**config.mk**
```make
export PLATFORM = sky130hd
export DESIGN_NAME = sorted_priority_queue_flat
export DESIGN_NICKNAME = d
export VERILOG_FILES = /design/src/hdl/spq_pkg.sv /design/src/hdl/spq_if.sv /design/src/hdl/spq_ram.sv /design/src/hdl/sorted_priority_queue.sv /design/src/flat_wrapper.sv
export SDC_FILE = /design/constraint.sdc
export NUM_CORES = 2
export LEC_CHECK = 0
export BUFFER_PORTS_ARGS = -buffer_cell sky130_fd_sc_hd__buf_4
export CORE_ASPECT_RATIO = 0.5
export CORE_UTILIZATION = 45
export CTS_BUF_LIST = sky130_fd_sc_hd__clkbuf_2
export CTS_CLUSTER_SIZE = 12
export DETAILED_ROUTE_END_ITERATION = 12
export GPL_TIMING_DRIVEN = 0
export MAX_ROUTING_LAYER = met4
export PLACE_DENSITY = 0.58
export SETUP_SLACK_MARGIN = 0.5
export SLEW_MARGIN = 10
export SYNTH_ARGS = -nofsm -noshare
export SYNTH_HDL_FRONTEND = slang
export SYNTH_SLANG_ARGS = --single-unit
```
**constraint.sdc**
```tcl
create_clock -name clk -period 5.9 [get_ports clk]
set_input_delay 0.885 -clock clk [delete_from_list [all_inputs] [get_ports clk]]
set_output_delay 0.885 -clock clk [all_outputs]
set_load 0.01 [all_outputs]
```
**src/hdl/spq_pkg.sv**
```systemverilog
package spq_pkg;

	// operation codes carried on the command channel
	typedef enum logic [1:0] {
		ACT_PUSH     = 2'd0,
		ACT_POP      = 2'd1,
		ACT_CONTAINS = 2'd2,
		ACT_CHANGE   = 2'd3
	} action_t;

endpackage

```
**src/hdl/spq_if.sv**
```systemverilog
// command channel: one operation per beat
interface spq_cmd_if #(
	parameter int ID_BITS       = 10,
	parameter int PRIORITY_BITS = 16
);
	logic                     valid;
	logic                     ready;
	spq_pkg::action_t         action;
	logic [ID_BITS-1:0]       item_id;
	logic [ID_BITS-1:0]       item_source;
	logic [PRIORITY_BITS-1:0] item_priority;

	modport source (output valid, action, item_id, item_source, item_priority, input ready);
	modport sink   (input valid, action, item_id, item_source, item_priority, output ready);
endinterface

// response channel: one result per command
interface spq_rsp_if #(
	parameter int ID_BITS       = 10,
	parameter int PRIORITY_BITS = 16
);
	logic                     valid;
	logic                     ready;
	logic                     popped_valid;
	logic [ID_BITS-1:0]       out_id;
	logic [ID_BITS-1:0]       out_source;
	logic [PRIORITY_BITS-1:0] out_priority;
	logic                     found;
	logic                     dropped_full;
	logic                     was_empty;

	modport source (output valid, popped_valid, out_id, out_source, out_priority, found,
		dropped_full, was_empty, input ready);
	modport sink   (input valid, popped_valid, out_id, out_source, out_priority, found,
		dropped_full, was_empty, output ready);
endinterface

```
**src/hdl/spq_ram.sv**
```systemverilog
module spq_ram #(
	parameter int WIDTH = 36,
	parameter int DEPTH = 64
) (
	input  logic                     clk,
	input  logic                     we,
	input  logic [$clog2(DEPTH)-1:0] waddr,
	input  logic [WIDTH-1:0]         wdata,
	input  logic [$clog2(DEPTH)-1:0] raddr,
	output logic [WIDTH-1:0]         rdata
);
	logic [WIDTH-1:0] mem_q [DEPTH];

	// one write port, one registered read port
	always_ff @(posedge clk) begin
		if (we) begin
			mem_q[waddr] <= wdata;
		end
		rdata <= mem_q[raddr];
	end
endmodule

```
**src/hdl/sorted_priority_queue.sv**
```systemverilog
// Sorted priority queue on a circular buffer in one RAM, one entry moved per cycle.
// Pop reads the head; Contains scans from the head to the match or the last entry.
// Push seeks the tail, shifts larger-priority entries back one slot, then inserts.
// Change: find, then close the gap over the later entries, then a push-style insert.
// One operation in flight; one RAM read and one RAM write per cycle set the pace.
// Reset (arst_n low) empties the queue; RAM contents need no clearing.
module sorted_priority_queue #(
	parameter int QUEUE_DEPTH   = 64,
	parameter int ID_BITS       = 10,
	parameter int PRIORITY_BITS = 16
) (
	input  logic           clk,
	input  logic           arst_n,
	spq_cmd_if.sink        cmd,
	spq_rsp_if.source      rsp
);
	import spq_pkg::*;

	localparam int AW = (QUEUE_DEPTH > 1) ? $clog2(QUEUE_DEPTH) : 1;
	localparam int CW = $clog2(QUEUE_DEPTH + 1);
	localparam int IW = ID_BITS;
	localparam int PW = PRIORITY_BITS;
	localparam int EW = 2 * IW + PW;
	localparam logic [CW-1:0] FULL_CNT = CW'(QUEUE_DEPTH);
	localparam logic [CW-1:0] ONE_CNT = CW'(1);
	localparam logic [AW-1:0] LAST_SLOT = AW'(QUEUE_DEPTH - 1);

	typedef enum logic [6:0] {
		ST_IDLE  = 7'b0000001,
		ST_POP   = 7'b0000010,
		ST_FIND  = 7'b0000100,
		ST_REM   = 7'b0001000,
		ST_SEEK  = 7'b0010000,
		ST_INS   = 7'b0100000,
		ST_PLACE = 7'b1000000
	} state_t;

	typedef struct packed {
		logic          popped_valid;
		logic [IW-1:0] id;
		logic [IW-1:0] source;
		logic [PW-1:0] priority_v;
		logic          found;
		logic          dropped_full;
		logic          was_empty;
	} result_t;

	state_t         state_q;
	logic           done_q;
	logic [CW-1:0]  count_q;
	logic [AW-1:0]  head_q;
	logic [CW-1:0]  idx_q;
	action_t        act_q;
	logic [EW-1:0]  ent_q;
	result_t        res_q;
	result_t        out_q;
	logic           ov_q;

	logic           ram_we;
	logic [AW-1:0]  ram_waddr;
	logic [EW-1:0]  ram_wdata;
	logic [AW-1:0]  ram_raddr;
	logic [EW-1:0]  ram_rdata;

	logic           cmd_fire;
	logic           out_free;
	logic [IW-1:0]  rd_id;
	logic [IW-1:0]  rd_src;
	logic [PW-1:0]  rd_prio;
	logic [IW-1:0]  ent_id;
	logic [PW-1:0]  ent_prio;
	logic           is_last;
	logic           rem_last;

	// logical position to physical slot, wrapping around the buffer
	function automatic logic [AW-1:0] phys(input logic [AW-1:0] head, input logic [CW-1:0] pos);
		logic [CW:0] sum;
		sum = {{(CW + 1 - AW){1'b0}}, head} + {1'b0, pos};
		if (sum >= (CW + 1)'(QUEUE_DEPTH)) begin
			sum = sum - (CW + 1)'(QUEUE_DEPTH);
		end
		return sum[AW-1:0];
	endfunction

	spq_ram #(
		.WIDTH(EW),
		.DEPTH(QUEUE_DEPTH)
	) u_ram (
		.clk  (clk),
		.we   (ram_we),
		.waddr(ram_waddr),
		.wdata(ram_wdata),
		.raddr(ram_raddr),
		.rdata(ram_rdata)
	);

	assign rd_id    = ram_rdata[EW-1 -: IW];
	assign rd_src   = ram_rdata[PW+IW-1 -: IW];
	assign rd_prio  = ram_rdata[PW-1:0];
	assign ent_id   = ent_q[EW-1 -: IW];
	assign ent_prio = ent_q[PW-1:0];
	assign is_last  = (idx_q + ONE_CNT) == count_q;
	assign rem_last = (idx_q + CW'(2)) == count_q;

	assign cmd.ready = (state_q == ST_IDLE) && !done_q;
	assign cmd_fire  = cmd.valid && cmd.ready;
	assign out_free  = !ov_q || rsp.ready;

	// RAM port control for the current step
	always_comb begin
		ram_we    = 1'b0;
		ram_waddr = phys(head_q, idx_q);
		ram_wdata = ent_q;
		ram_raddr = phys(head_q, '0);
		case (state_q)
			ST_FIND: begin
				ram_raddr = phys(head_q, idx_q + ONE_CNT);
			end
			ST_REM: begin
				ram_we    = 1'b1;
				ram_wdata = ram_rdata;
				ram_raddr = phys(head_q, idx_q + CW'(2));
			end
			ST_SEEK: begin
				ram_raddr = phys(head_q, count_q - ONE_CNT);
			end
			ST_INS: begin
				ram_we    = 1'b1;
				ram_raddr = phys(head_q, idx_q - CW'(2));
				if (rd_prio > ent_prio) begin
					ram_wdata = ram_rdata;
				end
			end
			ST_PLACE: begin
				ram_we = 1'b1;
			end
			default: begin
			end
		endcase
	end

	// sequencer
	always_ff @(posedge clk or negedge arst_n) begin
		if (!arst_n) begin
			state_q <= ST_IDLE;
			done_q  <= 1'b0;
			count_q <= '0;
			head_q  <= '0;
			ov_q    <= 1'b0;
		end else begin
			// output register holds a beat until it is taken
			ov_q <= (done_q && out_free) || (ov_q && !rsp.ready);
			// hand a finished result to the output register
			if (done_q && out_free) begin
				done_q <= 1'b0;
			end
			case (state_q)
				ST_IDLE: begin
					if (cmd_fire) begin
						case (cmd.action)
							ACT_PUSH: begin
								if (count_q == FULL_CNT) begin
									done_q <= 1'b1;
								end else begin
									state_q <= ST_SEEK;
								end
							end
							ACT_POP: begin
								if (count_q == '0) begin
									done_q <= 1'b1;
								end else begin
									state_q <= ST_POP;
								end
							end
							default: begin
								if (count_q == '0) begin
									done_q <= 1'b1;
								end else begin
									state_q <= ST_FIND;
								end
							end
						endcase
					end
				end
				ST_POP: begin
					head_q  <= (head_q == LAST_SLOT) ? '0 : head_q + AW'(1);
					count_q <= count_q - ONE_CNT;
					state_q <= ST_IDLE;
					done_q  <= 1'b1;
				end
				ST_FIND: begin
					if (rd_id == ent_id) begin
						if (act_q == ACT_CONTAINS) begin
							state_q <= ST_IDLE;
							done_q  <= 1'b1;
						end else if (is_last) begin
							count_q <= count_q - ONE_CNT;
							state_q <= ST_SEEK;
						end else begin
							state_q <= ST_REM;
						end
					end else if (is_last) begin
						state_q <= ST_IDLE;
						done_q  <= 1'b1;
					end
				end
				ST_REM: begin
					if (rem_last) begin
						count_q <= count_q - ONE_CNT;
						state_q <= ST_SEEK;
					end
				end
				ST_SEEK: begin
					state_q <= (count_q == '0) ? ST_PLACE : ST_INS;
				end
				ST_INS: begin
					if (rd_prio > ent_prio) begin
						if (idx_q == ONE_CNT) begin
							state_q <= ST_PLACE;
						end
					end else begin
						count_q <= count_q + ONE_CNT;
						state_q <= ST_IDLE;
						done_q  <= 1'b1;
					end
				end
				ST_PLACE: begin
					count_q <= count_q + ONE_CNT;
					state_q <= ST_IDLE;
					done_q  <= 1'b1;
				end
				default: begin
					state_q <= ST_IDLE;
				end
			endcase
		end
	end

	// working registers: operand, position and result under construction
	always_ff @(posedge clk) begin
		if (done_q && out_free) begin
			out_q <= res_q;
		end
		case (state_q)
			ST_IDLE: begin
				if (cmd_fire) begin
					act_q <= cmd.action;
					ent_q <= {cmd.item_id, cmd.item_source, cmd.item_priority};
					idx_q <= '0;
					res_q <= '{
						popped_valid: 1'b0,
						id:           '0,
						source:       '0,
						priority_v:   '0,
						found:        1'b0,
						dropped_full: (cmd.action == ACT_PUSH) && (count_q == FULL_CNT),
						was_empty:    (cmd.action == ACT_POP) && (count_q == '0)
					};
				end
			end
			ST_POP: begin
				res_q.popped_valid <= 1'b1;
				res_q.id           <= rd_id;
				res_q.source       <= rd_src;
				res_q.priority_v   <= rd_prio;
			end
			ST_FIND: begin
				if (rd_id == ent_id) begin
					res_q.found           <= 1'b1;
					ent_q[PW+IW-1 -: IW] <= rd_src;
				end else begin
					idx_q <= idx_q + ONE_CNT;
				end
			end
			ST_REM: begin
				idx_q <= idx_q + ONE_CNT;
			end
			ST_SEEK: begin
				idx_q <= count_q;
			end
			ST_INS: begin
				if (rd_prio > ent_prio) begin
					idx_q <= idx_q - ONE_CNT;
				end
			end
			default: begin
			end
		endcase
	end

	// response beat
	assign rsp.valid        = ov_q;
	assign rsp.popped_valid = out_q.popped_valid;
	assign rsp.out_id       = out_q.id;
	assign rsp.out_source   = out_q.source;
	assign rsp.out_priority = out_q.priority_v;
	assign rsp.found        = out_q.found;
	assign rsp.dropped_full = out_q.dropped_full;
	assign rsp.was_empty    = out_q.was_empty;

	// occupancy never passes the buffer size
	a_count_bound: assert property (@(posedge clk) disable iff (!arst_n)
		count_q <= FULL_CNT)
		else $error("entry count above queue depth");

	// RAM is written only by the shifting and placing steps
	a_write_state: assert property (@(posedge clk) disable iff (!arst_n)
		ram_we |-> (state_q == ST_REM || state_q == ST_INS || state_q == ST_PLACE))
		else $error("RAM write outside a move step");

	// occupancy only moves on pop, removal or placement
	a_count_move: assert property (@(posedge clk) disable iff (!arst_n)
		!$stable(count_q) |-> ($past(state_q) == ST_POP || $past(state_q) == ST_FIND
			|| $past(state_q) == ST_REM || $past(state_q) == ST_INS
			|| $past(state_q) == ST_PLACE))
		else $error("entry count changed outside an update step");

	// a result with a popped entry carries no other status
	a_pop_excl: assert property (@(posedge clk) disable iff (!arst_n)
		(rsp.valid && rsp.popped_valid) |-> !(rsp.was_empty || rsp.found || rsp.dropped_full))
		else $error("popped result carries other status");

endmodule
```
**src/flat_wrapper.sv**
```systemverilog
// flat-port wrapper written by rule: the top's interface ports become plain ports
module sorted_priority_queue_flat import spq_pkg::*;
#(
	parameter int QUEUE_DEPTH   = 64,
	parameter int ID_BITS       = 10,
	parameter int PRIORITY_BITS = 16
)
  (clk, arst_n, cmd_valid, cmd_action, cmd_item_id, cmd_item_source, cmd_item_priority, cmd_ready, rsp_valid, rsp_popped_valid, rsp_out_id, rsp_out_source, rsp_out_priority, rsp_found, rsp_dropped_full, rsp_was_empty, rsp_ready);
  spq_cmd_if #(.ID_BITS(ID_BITS), .PRIORITY_BITS(PRIORITY_BITS)) cmd_i ();
  spq_rsp_if #(.ID_BITS(ID_BITS), .PRIORITY_BITS(PRIORITY_BITS)) rsp_i ();
  input  logic clk;
  input  logic arst_n;
  input wire logic [$bits(cmd_i.valid)-1:0] cmd_valid;
  input wire logic [$bits(cmd_i.action)-1:0] cmd_action;
  input wire logic [$bits(cmd_i.item_id)-1:0] cmd_item_id;
  input wire logic [$bits(cmd_i.item_source)-1:0] cmd_item_source;
  input wire logic [$bits(cmd_i.item_priority)-1:0] cmd_item_priority;
  output wire logic [$bits(cmd_i.ready)-1:0] cmd_ready;
  output wire logic [$bits(rsp_i.valid)-1:0] rsp_valid;
  output wire logic [$bits(rsp_i.popped_valid)-1:0] rsp_popped_valid;
  output wire logic [$bits(rsp_i.out_id)-1:0] rsp_out_id;
  output wire logic [$bits(rsp_i.out_source)-1:0] rsp_out_source;
  output wire logic [$bits(rsp_i.out_priority)-1:0] rsp_out_priority;
  output wire logic [$bits(rsp_i.found)-1:0] rsp_found;
  output wire logic [$bits(rsp_i.dropped_full)-1:0] rsp_dropped_full;
  output wire logic [$bits(rsp_i.was_empty)-1:0] rsp_was_empty;
  input wire logic [$bits(rsp_i.ready)-1:0] rsp_ready;
  assign cmd_i.valid = cmd_valid;
  assign cmd_i.action = cmd_action;
  assign cmd_i.item_id = cmd_item_id;
  assign cmd_i.item_source = cmd_item_source;
  assign cmd_i.item_priority = cmd_item_priority;
  assign cmd_ready = cmd_i.ready;
  assign rsp_valid = rsp_i.valid;
  assign rsp_popped_valid = rsp_i.popped_valid;
  assign rsp_out_id = rsp_i.out_id;
  assign rsp_out_source = rsp_i.out_source;
  assign rsp_out_priority = rsp_i.out_priority;
  assign rsp_found = rsp_i.found;
  assign rsp_dropped_full = rsp_i.dropped_full;
  assign rsp_was_empty = rsp_i.was_empty;
  assign rsp_i.ready = rsp_ready;
  sorted_priority_queue #(.QUEUE_DEPTH(QUEUE_DEPTH), .ID_BITS(ID_BITS), .PRIORITY_BITS(PRIORITY_BITS)) u_core (.clk(clk), .arst_n(arst_n), .cmd(cmd_i), .rsp(rsp_i));
endmodule
```
==> impl_results.html <==
<table>
<tr><th>Metric</th><th>Value</th></tr>
<tr><th colspan="2">Synthesis</th></tr>
<tr><td>Share of cell area taken by muxes after synthesis</td><td>4.38%</td></tr>
<tr><td>Top_reg_cell synth</td><td>edfxtp_1</td></tr>
<tr><td>Cell taking the most area after synthesis</td><td>edfxtp_1</td></tr>
<tr><td>Cell count after synthesis</td><td>7157</td></tr>
<tr><td>Yosys top cell area share</td><td>70.5%</td></tr>
<tr><td>Synthesized net count</td><td>7237</td></tr>
<tr><td>Top post-synthesis cells by area</td><td>edfxtp_1 (70%), mux2i_1 (3.9%), nand2_1 (3.9%)</td></tr>
<tr><td>Portion of the post-synthesis area used by sequential elements</td><td>71.7%</td></tr>
<tr><td>Synthesized-area fraction occupied by and/or/nand/nor cells</td><td>10.0%</td></tr>
<tr><td>Count of distinct cell types in the synthesized netlist</td><td>86</td></tr>
<tr><td>Number of warning messages in the yosys log</td><td>0</td></tr>
<tr><td>Total standard cell area after synthesis</td><td>103000 um^2</td></tr>
<tr><td>Number of flops mapped to enable cells by yosys</td><td>2429</td></tr>
<tr><td>Register bit total from synthesis</td><td>2487</td></tr>
<tr><td>Adder-cell area share of the yosys netlist</td><td>0.474%</td></tr>
<tr><td>Async set-reset flop share out of synthesis</td><td>0.885%</td></tr>
<tr><td>Xor-xnor portion of the synthesized cell area</td><td>0.539%</td></tr>
<tr><td>Post-synthesis average cell area</td><td>14.5 um^2</td></tr>
<tr><td>Dominant combinational cell family by area after synthesis</td><td>compound AO/OA/AOI/OAI gates</td></tr>
<tr><td>Compound-Gate Fraction of Synth Area</td><td>10.5%</td></tr>
<tr><th colspan="2">Place</th></tr>
<tr><td>Placed wire-length estimate</td><td>265000 um</td></tr>
<tr><td>Port Buffers</td><td>83</td></tr>
<tr><td>Post-placement setup slack</td><td>-3.33 ns</td></tr>
<tr><td>Total cell area at the placement stage</td><td>111000 um^2</td></tr>
<tr><td>Weighted congestion reported at the end of routability-driven placement</td><td>1.00</td></tr>
<tr><td>Number of placed cells counting well taps</td><td>10400</td></tr>
<tr><th colspan="2">Hold path</th></tr>
<tr><td>Type of the most critical hold path</td><td>primary input to register</td></tr>
<tr><td>Worst Hold Depth</td><td>4</td></tr>
<tr><td>HP Start</td><td>cmd_valid</td></tr>
<tr><td>Endpoint of the worst hold path</td><td>u_core.state_q[0]</td></tr>
<tr><th colspan="2">Critical path</th></tr>
<tr><td>Crit Reg-Reg Startpoint</td><td>u_core.state_q[6]</td></tr>
<tr><td>Terminus of the critical flop-to-flop path</td><td>u_core.u_ram.rdata[3]</td></tr>
<tr><td>Critical path arrival</td><td>7.01 ns</td></tr>
<tr><td>CP Launch Type</td><td>register</td></tr>
<tr><td>Required arrival time at the worst endpoint</td><td>7.32 ns</td></tr>
<tr><td>Worst setup path class</td><td>register to register</td></tr>
<tr><td>Max FO, Critical Path</td><td>10</td></tr>
<tr><td>Crit path capture type</td><td>register</td></tr>
<tr><td>Reg2reg path depth</td><td>17</td></tr>
<tr><td>FF-to-FF setup slack</td><td>0.31 ns</td></tr>
<tr><th colspan="2">Timing</th></tr>
<tr><td>Fraction of the cycle the final worst path needs</td><td>94.7%</td></tr>
<tr><td>Setup TNS</td><td>0 ns</td></tr>
<tr><td>Final Hold Violating Endpoints</td><td>0</td></tr>
<tr><td>Slew at the pin closest to its max-slew limit</td><td>1.39 ns</td></tr>
<tr><td>Hold_ws</td><td>0.224 ns</td></tr>
<tr><td>Max-Slew Margin vs Limit</td><td>6.76%</td></tr>
<tr><td>Period minus WS final</td><td>5.59 ns</td></tr>
<tr><td>Number of pins with negative max-slew slack in the final report</td><td>0</td></tr>
<tr><td>Final clock skew</td><td>0.231 ns</td></tr>
<tr><td>Unrepaired setup endpoints after global routing</td><td>true</td></tr>
<tr><td>Final setup violation count</td><td>0</td></tr>
<tr><td>Fmax</td><td>0.179 GHz</td></tr>
<tr><td>Setup ws final</td><td>0.311 ns</td></tr>
<tr><th colspan="2">Floorplanning</th></tr>
<tr><td>Number of ports placed on the die boundary</td><td>84</td></tr>
<tr><td>Initial cell density of the core</td><td>45.3%</td></tr>
<tr><td>Die Wd</td><td>680 um</td></tr>
<tr><td>Die area</td><td>232000 um^2</td></tr>
<tr><td>Die height</td><td>341 um</td></tr>
<tr><td>Core Box Area</td><td>229000 um^2</td></tr>
<tr><td>Number of placement rows</td><td>124</td></tr>
<tr><th colspan="2">Drt</th></tr>
<tr><td>DRT Wirelength</td><td>383000 um</td></tr>
<tr><td>Average vias per placed instance</td><td>6.23</td></tr>
<tr><td>Count of antenna-violating nets left after detailed routing</td><td>0</td></tr>
<tr><td>Detailed-route via count</td><td>71900</td></tr>
<tr><td>First drt pass iteration count</td><td>8</td></tr>
<tr><td>Wire per inst</td><td>33.2 um</td></tr>
<tr><td>DRC errors left</td><td>0</td></tr>
<tr><td>DR iter-0 viols</td><td>11500</td></tr>
<tr><th colspan="2">Clock network</th></tr>
<tr><td>Root buffer selected by CTS</td><td>clkbuf_2</td></tr>
<tr><td>Register clock-pin slew on the reported worst setup and hold paths</td><td>0.11 ns</td></tr>
<tr><td>Worst-Skew Late Latency</td><td>1.76 ns</td></tr>
<tr><td>TritonCTS Buffers</td><td>572</td></tr>
<tr><td>TritonCTS clock tree</td><td>yes</td></tr>
<tr><td>Clock buffer depth</td><td>4</td></tr>
<tr><td>H-tree level count</td><td>6</td></tr>
<tr><td>Number of sinks driven by the clock tree</td><td>2487</td></tr>
<tr><th colspan="2">Finish</th></tr>
<tr><td>Area Growth Syn to Fin</td><td>15.2%</td></tr>
<tr><td>Post-route cell area</td><td>119000 um^2</td></tr>
<tr><td>Fraction of final layout cells sized beyond drive strength 1</td><td>21.7%</td></tr>
<tr><td>End-of-flow core utilization</td><td>52.2%</td></tr>
<tr><td>Most common cell after layout, fill and taps aside</td><td>edfxtp_1</td></tr>
<tr><td>Flip-flop and latch area</td><td>74200 um^2</td></tr>
<tr><td>Most used cells in the layout excluding fill and tap cells</td><td>edfxtp_1 (2429), nand2_1 (1065), clkbuf_2 (907)</td></tr>
<tr><td>Number of standard cells in the final layout excluding fillers</td><td>11500</td></tr>
<tr><td>Fill cell instance count of the final layout</td><td>19300</td></tr>
<tr><td>Multi-input logic area</td><td>28100 um^2</td></tr>
<tr><td>Net count reported at finish</td><td>8140</td></tr>
<tr><th colspan="2">Flow run</th></tr>
<tr><td>Max-cap violation count</td><td>0</td></tr>
<tr><th colspan="2">Global routing</th></tr>
<tr><td>Global route total overflow</td><td>0</td></tr>
<tr><td>Global routing usage summed across all routing layers</td><td>33.1%</td></tr>
<tr><td>Maximum number of pins on one net before global-route repair</td><td>65</td></tr>
<tr><td>Vias in the first global route</td><td>67000</td></tr>
<tr><td>Number of antenna violations at the first check in global routing</td><td>28</td></tr>
<tr><td>Wire length of the first global-routing pass</td><td>520000 um</td></tr>
<tr><th colspan="2">Power and ir drop</th></tr>
<tr><td>Peak supply drop</td><td>0.000268 V</td></tr>
<tr><td>Pwr per Cell Area</td><td>524 nW/um^2</td></tr>
<tr><td>Overall Power</td><td>62.5 mW</td></tr>
<tr><td>Leakage</td><td>42.4 nW</td></tr>
<tr><th colspan="2">Run status</th></tr>
<tr><td>Run status</td><td>finished clean</td></tr>
</table>
-- logic make-up (layout without fill, tap and decap cells) --
kind of cell | Yosys count | after routing
AO/OA/AOI/OAI | 1433 | 1433
XOR/XNOR | 62 | 62
adder cells (fa/ha/maj) | 38 | 38
buffers and inverters | 570 | 1846
flip-flops | 2487 | 2487
multiplexers | 447 | 447
other | 0 | 16
AND/OR/NAND/NOR | 2120 | 2120
-- worst max path at each step --
stage / start / endpoint / slack [ns] / depth (start not counted)
3_3_place_gp: u_core.state_q[1] / u_core.u_ram.rdata[23] / -3.36 / 18
2_1_floorplan: u_core.state_q[6] / u_core.u_ram.mem_q[15][0] / 1.64 / 10
3_5_place_dp: u_core.state_q[1] / u_core.u_ram.rdata[23] / -3.33 / 18
6_report: u_core.state_q[6] / u_core.u_ram.rdata[3] / 0.31 / 17
5_1_grt: u_core.state_q[6] / u_core.u_ram.rdata[10] / 0.45 / 20
4_1_cts: u_core.state_q[4] / u_core.u_ram.rdata[34] / 0.49 / 12
-- synthesized netlist by cell type (10+ instances only) --
library cell  number
a21oi_1          117
nand2b_1         120
ha_1              36
nor2_1           104
buf_4             26
nand4_1           70
a311oi_1         113
nand3_1          197
buf_6             12
a2111oi_0         10
nor4b_1          111
mux2_2            38
a31o_2            13
o22ai_1           30
buf_1             31
clkbuf_1         328
a21o_1            11
o31a_1            27
edfxtp_1        2429
o221a_2          147
o21ai_1           12
and3_1           348
o21ai_0          271
a22oi_1          116
dfxtp_1           36
a221o_1           30
a211oi_1         222
mux2i_1          407
buf_2            145
dfrtp_1           21
o221a_1           31
inv_1             27
xnor2_1           29
nor3_1            29
o21bai_1          28
a31oi_1           74
nand2_1         1068
and2_1            40
a22o_1            15
o221ai_1          96
xor2_1            31
-- power breakdown --
part           total (mW)  internal, mW  switching, mW
registers            21.6          21.1          0.427
logic                29.5          8.83           20.7
clock network        11.4          4.29           7.12
-- flip-flops by register name (all words and copies together), names as in the netlist --
name,count
u_core.u_ram.mem_q,2304
u_core.res_q,40
u_core.ent_q,36
u_core.u_ram.rdata,36
u_core.rsp.out_priority,16
u_core.rsp.out_id,10
u_core.rsp.out_source,10
u_core.count_q,7
u_core.idx_q,7
u_core.state_q,7
u_core.head_q,6
u_core.act_q,2
u_core.done_q,1
u_core.rsp.dropped_full,1
u_core.rsp.found,1
u_core.rsp.popped_valid,1
u_core.rsp.valid,1
u_core.rsp.was_empty,1
-- metal layers --
metal	share of wire, %	global-route usage [%]	vias to the layer above
met5	0	-	-
met1	40	45.1	36200
met4	3.7	12.3	0
met2	41	44.8	4817
li1	-	-	30200
met3	15	12.4	670
-- area by class of cell --
type | instances | area share [%]
antenna | 16 | 0.0336
multi-input combinational | 4100 | 23.6
clock inverter | 108 | 0.648
inverter | 28 | 0.0882
clock buffer | 839 | 3.52
sequential | 2487 | 62.3
buffer | 542 | 2.90
tap | 3087 | 3.24
timing repair buffer | 329 | 3.73
-- timing repair --
item,CTS,global route
hold buffers,90,0
cloned,0,2
setup endpoints to repair,2526,36
resized for setup,379,251
pin swaps,34,43
hold endpoints to repair,144,0
buffers inserted,17,23
-- worst max-delay path: stages, from the launching register on --
cell and delay [ns]:
dfrtp_2 0.46, or3_1 0.39, buf_6 0.18, nor4_4 0.27, buf_4 0.19, nand2b_1 0.15
o21ai_1 0.09, ha_2 0.33, buf_4 0.21, clkbuf_4 0.32, clkbuf_4 0.32, nor4b_1 0.10
a311oi_2 0.73, o21ai_0 0.28, a211oi_1 0.36, a221oi_2 0.12, a32oi_2 0.33, nand3b_1 0.48
Power figures use the tool's default switching activity.
